`src/fgbb_pkg.sv`:
```
// shared types, constants and helpers of the foreground box unit
package fgbb_pkg;

  localparam int MAX_DIMENSION = 4096;
  localparam int MAX_COLORS    = 4;
  localparam int COLOR_SLOTS   = 4;
  localparam int QUEUE_DEPTH   = 4;

  localparam int DIM_W       = 13;
  localparam int POS_W       = 12;
  localparam int COUNT_W     = 3;
  localparam int IDX_W       = 2;
  localparam int THRESH_W    = 16;
  localparam int COLOR_W     = 24;
  localparam int CFG_INDEX_W = 3;
  localparam int CFG_DATA_W  = 24;

  typedef logic [DIM_W-1:0]   dim_t;
  typedef logic [POS_W-1:0]   pos_t;
  typedef logic [COUNT_W-1:0] count_t;

  typedef enum logic [CFG_INDEX_W-1:0] {
    REG_IMAGE_WIDTH  = 3'd0,
    REG_IMAGE_HEIGHT = 3'd1,
    REG_COLOR_COUNT  = 3'd2,
    REG_THRESHOLD    = 3'd3,
    REG_BACKGROUND_0 = 3'd4,
    REG_BACKGROUND_1 = 3'd5,
    REG_BACKGROUND_2 = 3'd6,
    REG_BACKGROUND_3 = 3'd7
  } cfg_reg_t;

  typedef struct packed {
    logic [7:0] pixel_red;
    logic [7:0] pixel_green;
    logic [7:0] pixel_blue;
    logic [7:0] pixel_alpha;
  } pixel_t;

  typedef struct packed {
    logic [IDX_W-1:0] color_index;
    dim_t             min_x;
    dim_t             min_y;
    pos_t             max_x;
    pos_t             max_y;
    logic             last_box;
  } box_t;

  // configuration as the datapath sees it, dimensions and count already clamped
  typedef struct packed {
    dim_t                                width;
    dim_t                                height;
    count_t                              colors;
    logic [THRESH_W-1:0]                 threshold;
    logic [COLOR_SLOTS-1:0][COLOR_W-1:0] background;
  } cfg_t;

  // classified pixel handed from front to back
  typedef struct packed {
    logic [COLOR_SLOTS-1:0] hit;
    pos_t                   x;
    pos_t                   y;
    logic                   frame_end;
    count_t                 colors;
  } item_t;

  function automatic dim_t clamp_dim(input dim_t v);
    dim_t r;
    r = v;
    if (v == '0) begin
      r = DIM_W'(1);
    end else if (v > DIM_W'(MAX_DIMENSION)) begin
      r = DIM_W'(MAX_DIMENSION);
    end
    return r;
  endfunction

endpackage

```
`src/fgbb_front.sv`:
```
// front end: pixel position counters and per-color foreground test
module fgbb_front #(
  parameter int MAX_COLORS = fgbb_pkg::MAX_COLORS
) (
  input  logic            clk,
  input  logic            rst,
  input  fgbb_pkg::cfg_t  cfg,
  input  logic            restart,
  input  logic            take,
  input  fgbb_pkg::pixel_t pixel,
  output logic            push,
  output fgbb_pkg::item_t push_item
);
  import fgbb_pkg::*;

  pos_t col;
  pos_t row;
  logic col_end;
  logic row_end;
  logic [COLOR_SLOTS-1:0] hit;

  assign col_end = (DIM_W'(col) + DIM_W'(1)) >= cfg.width;
  assign row_end = (DIM_W'(row) + DIM_W'(1)) >= cfg.height;

  always_ff @(posedge clk) begin
    if (rst || restart) begin
      col <= '0;
      row <= '0;
    end else if (take) begin
      if (col_end && row_end) begin
        col <= '0;
        row <= '0;
      end else if (col_end) begin
        col <= '0;
        row <= row + POS_W'(1);
      end else begin
        col <= col + POS_W'(1);
      end
    end
  end

  // alpha * |pixel - background| against the threshold, any channel
  always_comb begin
    logic [7:0]  px   [3];
    logic [7:0]  bg   [3];
    logic [7:0]  diff [3];
    logic [15:0] prod [3];
    px[0] = pixel.pixel_red;
    px[1] = pixel.pixel_green;
    px[2] = pixel.pixel_blue;
    hit   = '0;
    for (int c = 0; c < MAX_COLORS; c++) begin
      for (int ch = 0; ch < 3; ch++) begin
        bg[ch]   = cfg.background[c][23 - 8 * ch -: 8];
        diff[ch] = (px[ch] > bg[ch]) ? (px[ch] - bg[ch]) : (bg[ch] - px[ch]);
        prod[ch] = {8'd0, pixel.pixel_alpha} * {8'd0, diff[ch]};
        if ((COUNT_W'(c) < cfg.colors) && (prod[ch] > cfg.threshold)) begin
          hit[c] = 1'b1;
        end
      end
    end
  end

  assign push                = take;
  assign push_item.hit       = hit;
  assign push_item.x         = col;
  assign push_item.y         = row;
  assign push_item.frame_end = col_end && row_end;
  assign push_item.colors    = cfg.colors;

endmodule

```
`src/fgbb_queue.sv`:
```
// short first-in first-out queue between front and back
module fgbb_queue #(
  parameter int DEPTH = fgbb_pkg::QUEUE_DEPTH
) (
  input  logic            clk,
  input  logic            rst,
  input  logic            push,
  input  fgbb_pkg::item_t push_item,
  output logic            full,
  input  logic            pop,
  output logic            head_valid,
  output fgbb_pkg::item_t head
);
  import fgbb_pkg::*;

  localparam int PTR_W = (DEPTH > 1) ? $clog2(DEPTH) : 1;

  item_t            slots [DEPTH];
  logic [PTR_W-1:0] wr_ptr;
  logic [PTR_W-1:0] rd_ptr;
  logic [PTR_W:0]   count;
  logic             do_push;
  logic             do_pop;

  assign full       = count == (PTR_W + 1)'(DEPTH);
  assign head_valid = count != '0;
  assign head       = slots[rd_ptr];
  assign do_push    = push && !full;
  assign do_pop     = pop && head_valid;

  always_ff @(posedge clk) begin
    if (do_push) begin
      slots[wr_ptr] <= push_item;
    end
  end

  always_ff @(posedge clk) begin
    if (rst) begin
      wr_ptr <= '0;
      rd_ptr <= '0;
      count  <= '0;
    end else begin
      if (do_push) begin
        wr_ptr <= (wr_ptr == PTR_W'(DEPTH - 1)) ? '0 : wr_ptr + PTR_W'(1);
      end
      if (do_pop) begin
        rd_ptr <= (rd_ptr == PTR_W'(DEPTH - 1)) ? '0 : rd_ptr + PTR_W'(1);
      end
      if (do_push && !do_pop) begin
        count <= count + (PTR_W + 1)'(1);
      end else if (do_pop && !do_push) begin
        count <= count - (PTR_W + 1)'(1);
      end
    end
  end

endmodule

```
`src/fgbb_back.sv`:
```
// back end: box registers, end-of-frame snapshot and result emitter
module fgbb_back #(
  parameter int MAX_COLORS = fgbb_pkg::MAX_COLORS
) (
  input  logic            clk,
  input  logic            rst,
  input  fgbb_pkg::cfg_t  cfg,
  input  logic            reseed,
  input  logic            head_valid,
  input  fgbb_pkg::item_t head,
  output logic            pop,
  output logic            box_valid,
  output fgbb_pkg::box_t  box,
  input  logic            box_stall
);
  import fgbb_pkg::*;

  dim_t bmin_x [MAX_COLORS];
  dim_t bmin_y [MAX_COLORS];
  pos_t bmax_x [MAX_COLORS];
  pos_t bmax_y [MAX_COLORS];
  dim_t nmin_x [MAX_COLORS];
  dim_t nmin_y [MAX_COLORS];
  pos_t nmax_x [MAX_COLORS];
  pos_t nmax_y [MAX_COLORS];

  dim_t snap_min_x [COLOR_SLOTS];
  dim_t snap_min_y [COLOR_SLOTS];
  pos_t snap_max_x [COLOR_SLOTS];
  pos_t snap_max_y [COLOR_SLOTS];

  logic             emitting;
  logic [IDX_W-1:0] emit_idx;
  count_t           emit_total;
  logic             emit_last;
  logic             load;
  logic             take_end;

  // an end-of-frame item waits until the previous frame's boxes are out
  assign pop       = head_valid && (!head.frame_end || !emitting);
  assign take_end  = pop && head.frame_end;
  assign emit_last = (COUNT_W'(emit_idx) + COUNT_W'(1)) == emit_total;
  assign load      = emitting && (!box_valid || !box_stall);

  always_comb begin
    for (int c = 0; c < MAX_COLORS; c++) begin
      nmin_x[c] = bmin_x[c];
      nmin_y[c] = bmin_y[c];
      nmax_x[c] = bmax_x[c];
      nmax_y[c] = bmax_y[c];
      if (head.hit[c]) begin
        if (DIM_W'(head.x) < bmin_x[c]) nmin_x[c] = DIM_W'(head.x);
        if (DIM_W'(head.y) < bmin_y[c]) nmin_y[c] = DIM_W'(head.y);
        if (head.x > bmax_x[c]) nmax_x[c] = head.x;
        if (head.y > bmax_y[c]) nmax_y[c] = head.y;
      end
    end
  end

  always_ff @(posedge clk) begin
    if (rst) begin
      for (int c = 0; c < MAX_COLORS; c++) begin
        bmin_x[c] <= DIM_W'(1);
        bmin_y[c] <= DIM_W'(1);
        bmax_x[c] <= '0;
        bmax_y[c] <= '0;
      end
    end else if (reseed || take_end) begin
      for (int c = 0; c < MAX_COLORS; c++) begin
        bmin_x[c] <= cfg.width;
        bmin_y[c] <= cfg.height;
        bmax_x[c] <= '0;
        bmax_y[c] <= '0;
      end
    end else if (pop) begin
      for (int c = 0; c < MAX_COLORS; c++) begin
        bmin_x[c] <= nmin_x[c];
        bmin_y[c] <= nmin_y[c];
        bmax_x[c] <= nmax_x[c];
        bmax_y[c] <= nmax_y[c];
      end
    end
  end

  always_ff @(posedge clk) begin
    if (take_end) begin
      for (int c = 0; c < MAX_COLORS; c++) begin
        snap_min_x[c] <= nmin_x[c];
        snap_min_y[c] <= nmin_y[c];
        snap_max_x[c] <= nmax_x[c];
        snap_max_y[c] <= nmax_y[c];
      end
    end
  end

  always_ff @(posedge clk) begin
    if (rst) begin
      emitting   <= 1'b0;
      emit_idx   <= '0;
      emit_total <= COUNT_W'(1);
      box_valid  <= 1'b0;
    end else begin
      if (box_valid && !box_stall) begin
        box_valid <= 1'b0;
      end
      if (load) begin
        box_valid <= 1'b1;
        emit_idx  <= emit_idx + IDX_W'(1);
        if (emit_last) begin
          emitting <= 1'b0;
        end
      end
      if (take_end) begin
        emitting   <= 1'b1;
        emit_idx   <= '0;
        emit_total <= head.colors;
      end
    end
  end

  always_ff @(posedge clk) begin
    if (load) begin
      box.color_index <= emit_idx;
      box.min_x       <= snap_min_x[emit_idx];
      box.min_y       <= snap_min_y[emit_idx];
      box.max_x       <= snap_max_x[emit_idx];
      box.max_y       <= snap_max_y[emit_idx];
      box.last_box    <= emit_last;
    end
  end

endmodule

```
`src/foreground_bounding_box_unit.sv`:
```
// top level of the foreground bounding box unit
// Takes an RGBA8 frame one pixel word per clock in row-major order while the queue is not
// full and reports, for each active background color, the box around the pixels that
// differ from it. The unit sustains one pixel per clock while the queue is not full: the
// front end counts column and row and runs the foreground test for every color in the
// accept cycle, a small queue carries the classified pixel to the back end, which widens
// the boxes one pixel per cycle unless an end-of-frame pixel waits. After the last pixel
// of a frame the back end snapshots the boxes and sends one box word per active color,
// the first after that pixel has passed the queue, the emitting flag and the box
// register, the rest one per cycle while the output is not stalled. The snapshot lets
// the next frame start at once; the end-of-frame pixel of the next frame waits in the
// queue until all boxes of the previous one are out, so short frames are held back by
// the box output. Writing image_width or image_height restarts the frame. Configuration
// is always ready and must be written while the unit is idle.
module foreground_bounding_box_unit #(
  parameter int MAX_COLORS  = fgbb_pkg::MAX_COLORS,
  parameter int QUEUE_DEPTH = fgbb_pkg::QUEUE_DEPTH
) (
  input  logic                                clk,
  input  logic                                rst,
  // pixel channel
  input  logic                                pixel_valid,
  output logic                                pixel_stall,
  input  fgbb_pkg::pixel_t                    pixel,
  // box channel
  output logic                                box_valid,
  input  logic                                box_stall,
  output fgbb_pkg::box_t                      box,
  // configuration write channel
  input  logic                                cfg_valid,
  output logic                                cfg_ready,
  input  logic [fgbb_pkg::CFG_INDEX_W-1:0]    cfg_index,
  input  logic [fgbb_pkg::CFG_DATA_W-1:0]     cfg_data
);
  import fgbb_pkg::*;

  // raw register file
  dim_t                  image_width;
  dim_t                  image_height;
  count_t                color_count;
  logic [THRESH_W-1:0]   threshold_scaled;
  logic [COLOR_SLOTS-1:0][COLOR_W-1:0] background_color;

  cfg_t   cfg;
  count_t colors_eff;
  logic   cfg_write;
  logic   restart;
  logic   reseed;

  logic  take;
  logic  push;
  item_t push_item;
  logic  queue_full;
  logic  pop;
  logic  head_valid;
  item_t head;

  assign cfg_ready = 1'b1;
  assign cfg_write = cfg_valid && cfg_ready;

  // a dimension write restarts the frame: counters now, boxes next cycle with new extent
  assign restart = cfg_write &&
                   ((cfg_reg_t'(cfg_index) == REG_IMAGE_WIDTH) ||
                    (cfg_reg_t'(cfg_index) == REG_IMAGE_HEIGHT));

  always_ff @(posedge clk) begin
    if (rst) begin
      image_width      <= DIM_W'(1);
      image_height     <= DIM_W'(1);
      color_count      <= COUNT_W'(1);
      threshold_scaled <= '0;
      background_color <= {COLOR_W'(0), COLOR_W'(0), COLOR_W'(0), {COLOR_W{1'b1}}};
      reseed           <= 1'b0;
    end else begin
      reseed <= restart;
      if (cfg_write) begin
        case (cfg_reg_t'(cfg_index))
          REG_IMAGE_WIDTH:  image_width         <= cfg_data[DIM_W-1:0];
          REG_IMAGE_HEIGHT: image_height        <= cfg_data[DIM_W-1:0];
          REG_COLOR_COUNT:  color_count         <= cfg_data[COUNT_W-1:0];
          REG_THRESHOLD:    threshold_scaled    <= cfg_data[THRESH_W-1:0];
          REG_BACKGROUND_0: background_color[0] <= cfg_data[COLOR_W-1:0];
          REG_BACKGROUND_1: background_color[1] <= cfg_data[COLOR_W-1:0];
          REG_BACKGROUND_2: background_color[2] <= cfg_data[COLOR_W-1:0];
          REG_BACKGROUND_3: background_color[3] <= cfg_data[COLOR_W-1:0];
          default: ;
        endcase
      end
    end
  end

  // zero colors acts as one, too many acts as the supported maximum
  always_comb begin
    colors_eff = color_count;
    if (color_count == '0) begin
      colors_eff = COUNT_W'(1);
    end else if (color_count > COUNT_W'(MAX_COLORS)) begin
      colors_eff = COUNT_W'(MAX_COLORS);
    end
  end

  assign cfg.width      = clamp_dim(image_width);
  assign cfg.height     = clamp_dim(image_height);
  assign cfg.colors     = colors_eff;
  assign cfg.threshold  = threshold_scaled;
  assign cfg.background = background_color;

  // only a full queue holds the pixel stream back
  assign pixel_stall = queue_full;
  assign take        = pixel_valid && !pixel_stall;

  fgbb_front #(
    .MAX_COLORS (MAX_COLORS)
  ) u_front (
    .clk       (clk),
    .rst       (rst),
    .cfg       (cfg),
    .restart   (restart),
    .take      (take),
    .pixel     (pixel),
    .push      (push),
    .push_item (push_item)
  );

  fgbb_queue #(
    .DEPTH (QUEUE_DEPTH)
  ) u_queue (
    .clk        (clk),
    .rst        (rst),
    .push       (push),
    .push_item  (push_item),
    .full       (queue_full),
    .pop        (pop),
    .head_valid (head_valid),
    .head       (head)
  );

  fgbb_back #(
    .MAX_COLORS (MAX_COLORS)
  ) u_back (
    .clk        (clk),
    .rst        (rst),
    .cfg        (cfg),
    .reseed     (reseed),
    .head_valid (head_valid),
    .head       (head),
    .pop        (pop),
    .box_valid  (box_valid),
    .box        (box),
    .box_stall  (box_stall)
  );

endmodule

```
`config.mk`:
```
export PLATFORM = sky130hd
export DESIGN_NAME = foreground_bounding_box_unit
export DESIGN_NICKNAME = d
export VERILOG_FILES = /design/src/fgbb_pkg.sv /design/src/fgbb_front.sv /design/src/fgbb_queue.sv /design/src/fgbb_back.sv /design/src/foreground_bounding_box_unit.sv
export SDC_FILE = /design/constraint.sdc
export NUM_CORES = 2
export LEC_CHECK = 0
export BUFFER_PORTS_ARGS = -buffer_cell sky130_fd_sc_hd__buf_2
export CORE_ASPECT_RATIO = 1.4
export CORE_MARGIN = 5
export CORE_UTILIZATION = 63
export CTS_CLUSTER_SIZE = 30
export DETAILED_ROUTE_END_ITERATION = 12
export PLACE_DENSITY = 0.88
export SYNTH_ARGS = -nofsm -noshare
export SYNTH_HDL_FRONTEND = slang
export SYNTH_SLANG_ARGS = --single-unit
export TNS_END_PERCENT = 20
```
`constraint.sdc`:
```
create_clock -name clk -period 8.8 [get_ports clk]
set_clock_uncertainty 0.05 [all_clocks]
set_input_delay 0.88 -clock clk [delete_from_list [all_inputs] [get_ports clk]]
set_output_delay 0.88 -clock clk [all_outputs]
set_load 0.1 [all_outputs]
```
==> reports/qor.log <==
[power] leakage 35.41 nW
[place] final estimated routing congestion in global placement 0.9607
[final_layout] proportion of layout cells with a drive suffix above 1 8.522%
[floorplanning] starting density of the core 63.35%
[global_route] global-route wire length before repair 315600 um
[synth] number of enable-type register cells in the synthesized netlist 557
[outcome] run status finished, final reports clean
[power] share of power burned in the clock network 10.6%
[power] switching part of the total power 47.80%
[power] Peak VDD IR 312.2 uV
[floorplanning] die height 412.0 um
[floorplanning] I/O Pins 120
[power] sw power 15.61 mW
[critical_path] data arrival time of the critical path 8780 ps
[critical_path] crit path to u_queue.slots[2][31]
[critical_path] cell with the biggest individual delay on the critical path sky130_fd_sc_hd__xor2_1
[sta] upper clock frequency limit 118.1 MHz
[synth] Yosys Warn Count 0
[route] routed length per placed instance 22.19 um
[power] sequential fraction of design power 18.4%
[sta] worst max-slew margin expressed relative to the limit 15.65%
[clock_tree] deepest level of the CTS H-tree 3
[route] number of remaining DRC errors 0
[clock_tree] later-pin clock latency in the skew report 660 ps
[critical_path] endpoint of the most critical register-to-register path u_queue.slots[2][31]
[final_layout] net count of the finished layout 9085
[final_layout] top library cells by usage in the layout, fill and taps aside 1081 x sky130_fd_sc_hd__inv_1, 1023 x sky130_fd_sc_hd__ha_1, 593 x sky130_fd_sc_hd__nand2_1
[synth] top area cells in the synthesized netlist sky130_fd_sc_hd__edfxtp_1 23%, sky130_fd_sc_hd__ha_1 18%, sky130_fd_sc_hd__fa_1 13%
[final_layout] most frequent standard cell in the layout excluding fill and tap cells sky130_fd_sc_hd__inv_1
[route] post-route antenna net violation count 0
[synth] prevailing post-synth register cell sky130_fd_sc_hd__edfxtp_1
[clock_tree] Longest Clk Path Bufs 3
[global_route] number of antenna violations at the first check in global routing 10
[job] max-cap violation count 0
[sta] minimum clock period 8465 ps
[floorplanning] Die ar. 122400 sq um
[route] total length of routed wires 201900 um
[synth] sequential area share after synthesis 28.68%
[sta] transition time at the pin with the least slew margin 1264 ps
[critical_path] worst setup path start pixel[8]
[critical_path] r2r worst-path depth 27
[floorplanning] row cnt 147
[power] Power Dens Cells 416.5 nW/um^2
[worst_hold_path] type of the most critical hold path register to register
[critical_path] category of the worst setup path launch point input port
[place] Setup WS pre-CTS -439.9 ps
[floorplanning] horizontal die dimension 297.1 um
[synth] flop and latch count out of synthesis 763
[global_route] vias in the first global route 60474
[critical_path] Worst EP required 9120 ps
[critical_path] kind of end point of the critical path register
[final_layout] final core occ 68.31%
[sta] total negative setup slack 0 ps
[worst_hold_path] source of the worst hold timing path threshold_scaled[10]
[place] number of buffer cells added on primary ports 118
[sta] endpoints failing setup 0
[synth] Syn Nets 8934
[final_layout] FILL cells 8122
[critical_path] Setup Crit Path Kind input port to register
[final_layout] post-synthesis to final-layout area growth 7.832%
[floorplanning] area inside the core boundary 114800 sq um
[route] number of search-and-repair iterations in the first detailed-routing pass 9
[clock_tree] Post-CTS Hold Buffers 0
[sta] crit path setup slack, layout 334.6 ps
[sta] Hold Fails Final Rpt 0
[power] part of the power in combinational logic 71.0%
[critical_path] startpoint of the worst register-to-register path background_color[75]
[clock_tree] cell chosen for the clock root sky130_fd_sc_hd__clkbuf_16
[sta] unrepaired setup endpoints after global routing no
[route] drt first-iter violations 4728
[clock_tree] CTS tree built
[clock_tree] number of clock buffers inserted by TritonCTS 77
[place] post-detail-place hpwl 148900 um
[route] via count 57554
[power] Power Internal 17.04 mW
[global_route] overall global routing resource usage 32.25%
[critical_path] cell with the most instances on the worst path sky130_fd_sc_hd__fa_1
[critical_path] peak fanout along the critical path 8
[sta] Tcrit/Tclk final 96.20%
[synth] area leader, netlist sky130_fd_sc_hd__edfxtp_1
[global_route] largest net degree at the start of global routing 89
[synth] mean post-synth cell area 9.839 sq um
[critical_path] Reg2Reg Setup Slack 650 ps
[synth] area share of the largest cell type after synthesis 23.00%
[power] final total power 32.65 mW
[route] detailed-route vias per instance 6.325
[clock_tree] Clk pin slew, worst setup/hold paths 70 ps
[synth] number of instances in the synthesized netlist 7390
[critical_path] delay of the slowest cell on the worst path 610 ps
[global_route] global route overflow 0
[sta] number of pins exceeding their max-slew limit in the final report 0
[synth] share of synthesized flip-flops with an asynchronous set or reset 0%
[synth] number of distinct library cells after synthesis 94
[sta] worst hold slack after final layout 405.1 ps
[synth] cell area after synthesis 72710 sq um
[clock_tree] Num Clock Sinks 763
## cell usage after synthesis, drive strengths merged (16+ instances only)
| library cell | count |
|---|---|
| a21oi | 413 |
| o21ai | 200 |
| a22o | 87 |
| o211ai | 25 |
| o2bb2ai | 16 |
| o21a | 67 |
| clkbuf | 208 |
| nand2 | 593 |
| mux2i | 228 |
| nand4 | 92 |
| ha | 1023 |
| nor2 | 370 |
| a31oi | 35 |
| nand3 | 80 |
| buf | 52 |
| xor2 | 95 |
| mux2 | 26 |
| dfxtp | 206 |
| nor2b | 66 |
| fa | 457 |
| nor4 | 22 |
| and3 | 44 |
| or3 | 25 |
| xnor2 | 126 |
| or2 | 16 |
| mux4 | 82 |
| a211oi | 77 |
| inv | 1083 |
| and2 | 515 |
| a21o | 105 |
| o21bai | 17 |
| edfxtp | 557 |
| a211o | 42 |
| nor3 | 75 |
| nand2b | 92 |
| o31ai | 26 |
## power by group through the flow
stage / registers (mW) / logic (mW) / clock network [mW]
after floorplan: 6.54 / 16.3 / 0
after global routing: 6.08 / 25.6 / 3.63
after global placement: 5.95 / 21.2 / 0
after detailed placement: 6.04 / 22.4 / 0
final: 5.99 / 23.2 / 3.47
after CTS: 5.99 / 22.8 / 3.48
## metal layers
layer / part of all wire (%) / vias up / global-route usage [%]
li1: - / 25577 / -
met1: 34 / 27905 / 34.86
met2: 49 / 3009 / 57.19
met3: 8.4 / 1055 / 5.491
met4: 8.7 / 8 / 23.30
met5: 0.020 / - / 0
## layout make-up
class	instances	area, sq um	share of cell area, %
Timing Repair Buffer	332	2228	2.842
Antenna cell	6	15.01	0.01915
Clock buffer	99	2072	2.643
Inverter	1085	4083	5.207
Multi-Input combinational cell	5282	46740	59.61
Clock inverter	43	546.8	0.6974
Tap cell	1490	1864	2.378
Sequential cell	763	20860	26.60
## worst max-delay path, delay by kind of cell
family | cells | cell delay (ps)
and+or+nand+nor | 5 | 1070
muxes | 1 | 220
AOI/OAI and AO/OA | 8 | 1760
buffers and inverters | 7 | 980
xor gates and xnor gates | 2 | 760
adders and majority gates | 8 | 3110
## how the worst min path moves through the flow
stage | endpoint | slack, ps | cells after the start
finish | threshold_scaled[10] | 410 | 2
global placement | threshold_scaled[7] | 390 | 2
CTS | background_color[55] | 400 | 2
detailed placement | background_color[55] | 400 | 2
global route | threshold_scaled[13] | 420 | 2
floorplan | u_back.box[52] | 380 | 0
## through the flow
step                cells  instance area, sq um
floorplan            7390                 72710
global placement     8952                 75740
detailed placement   8952                 75740
CTS                  9094                 78360
global route         9096                 78390
finish               9100                 78400
## sequential cells by signal (all words and copies together) (netlist names), 52 cells and up, named ones only
signal,flops
u_back.bmin_y,52
u_back.bmin_x,52
u_back.snap_min_y,52
background_color,96
u_back.snap_min_x,52
u_queue.slots,128
u_back.box,53
## kinds of logic after synthesis
logic type	Yosys count	share of synthesized area (%)
compound gates	1221	11.19
xor+xnor	221	2.703
fa+ha+maj	1480	30.19
buf+inv	1345	7.152
flops	763	28.68
mux	336	6.123
other cells	1	0.005158
simple gates	2023	13.97
## what timing repair did
| item | in CTS | in global routing |
|---|---|---|
| setup buffers | 0 | 0 |
| setup endpoints to repair | 0 | 12 |
| resized for setup | 0 | 5 |
Power figures use the tool's default switching activity.
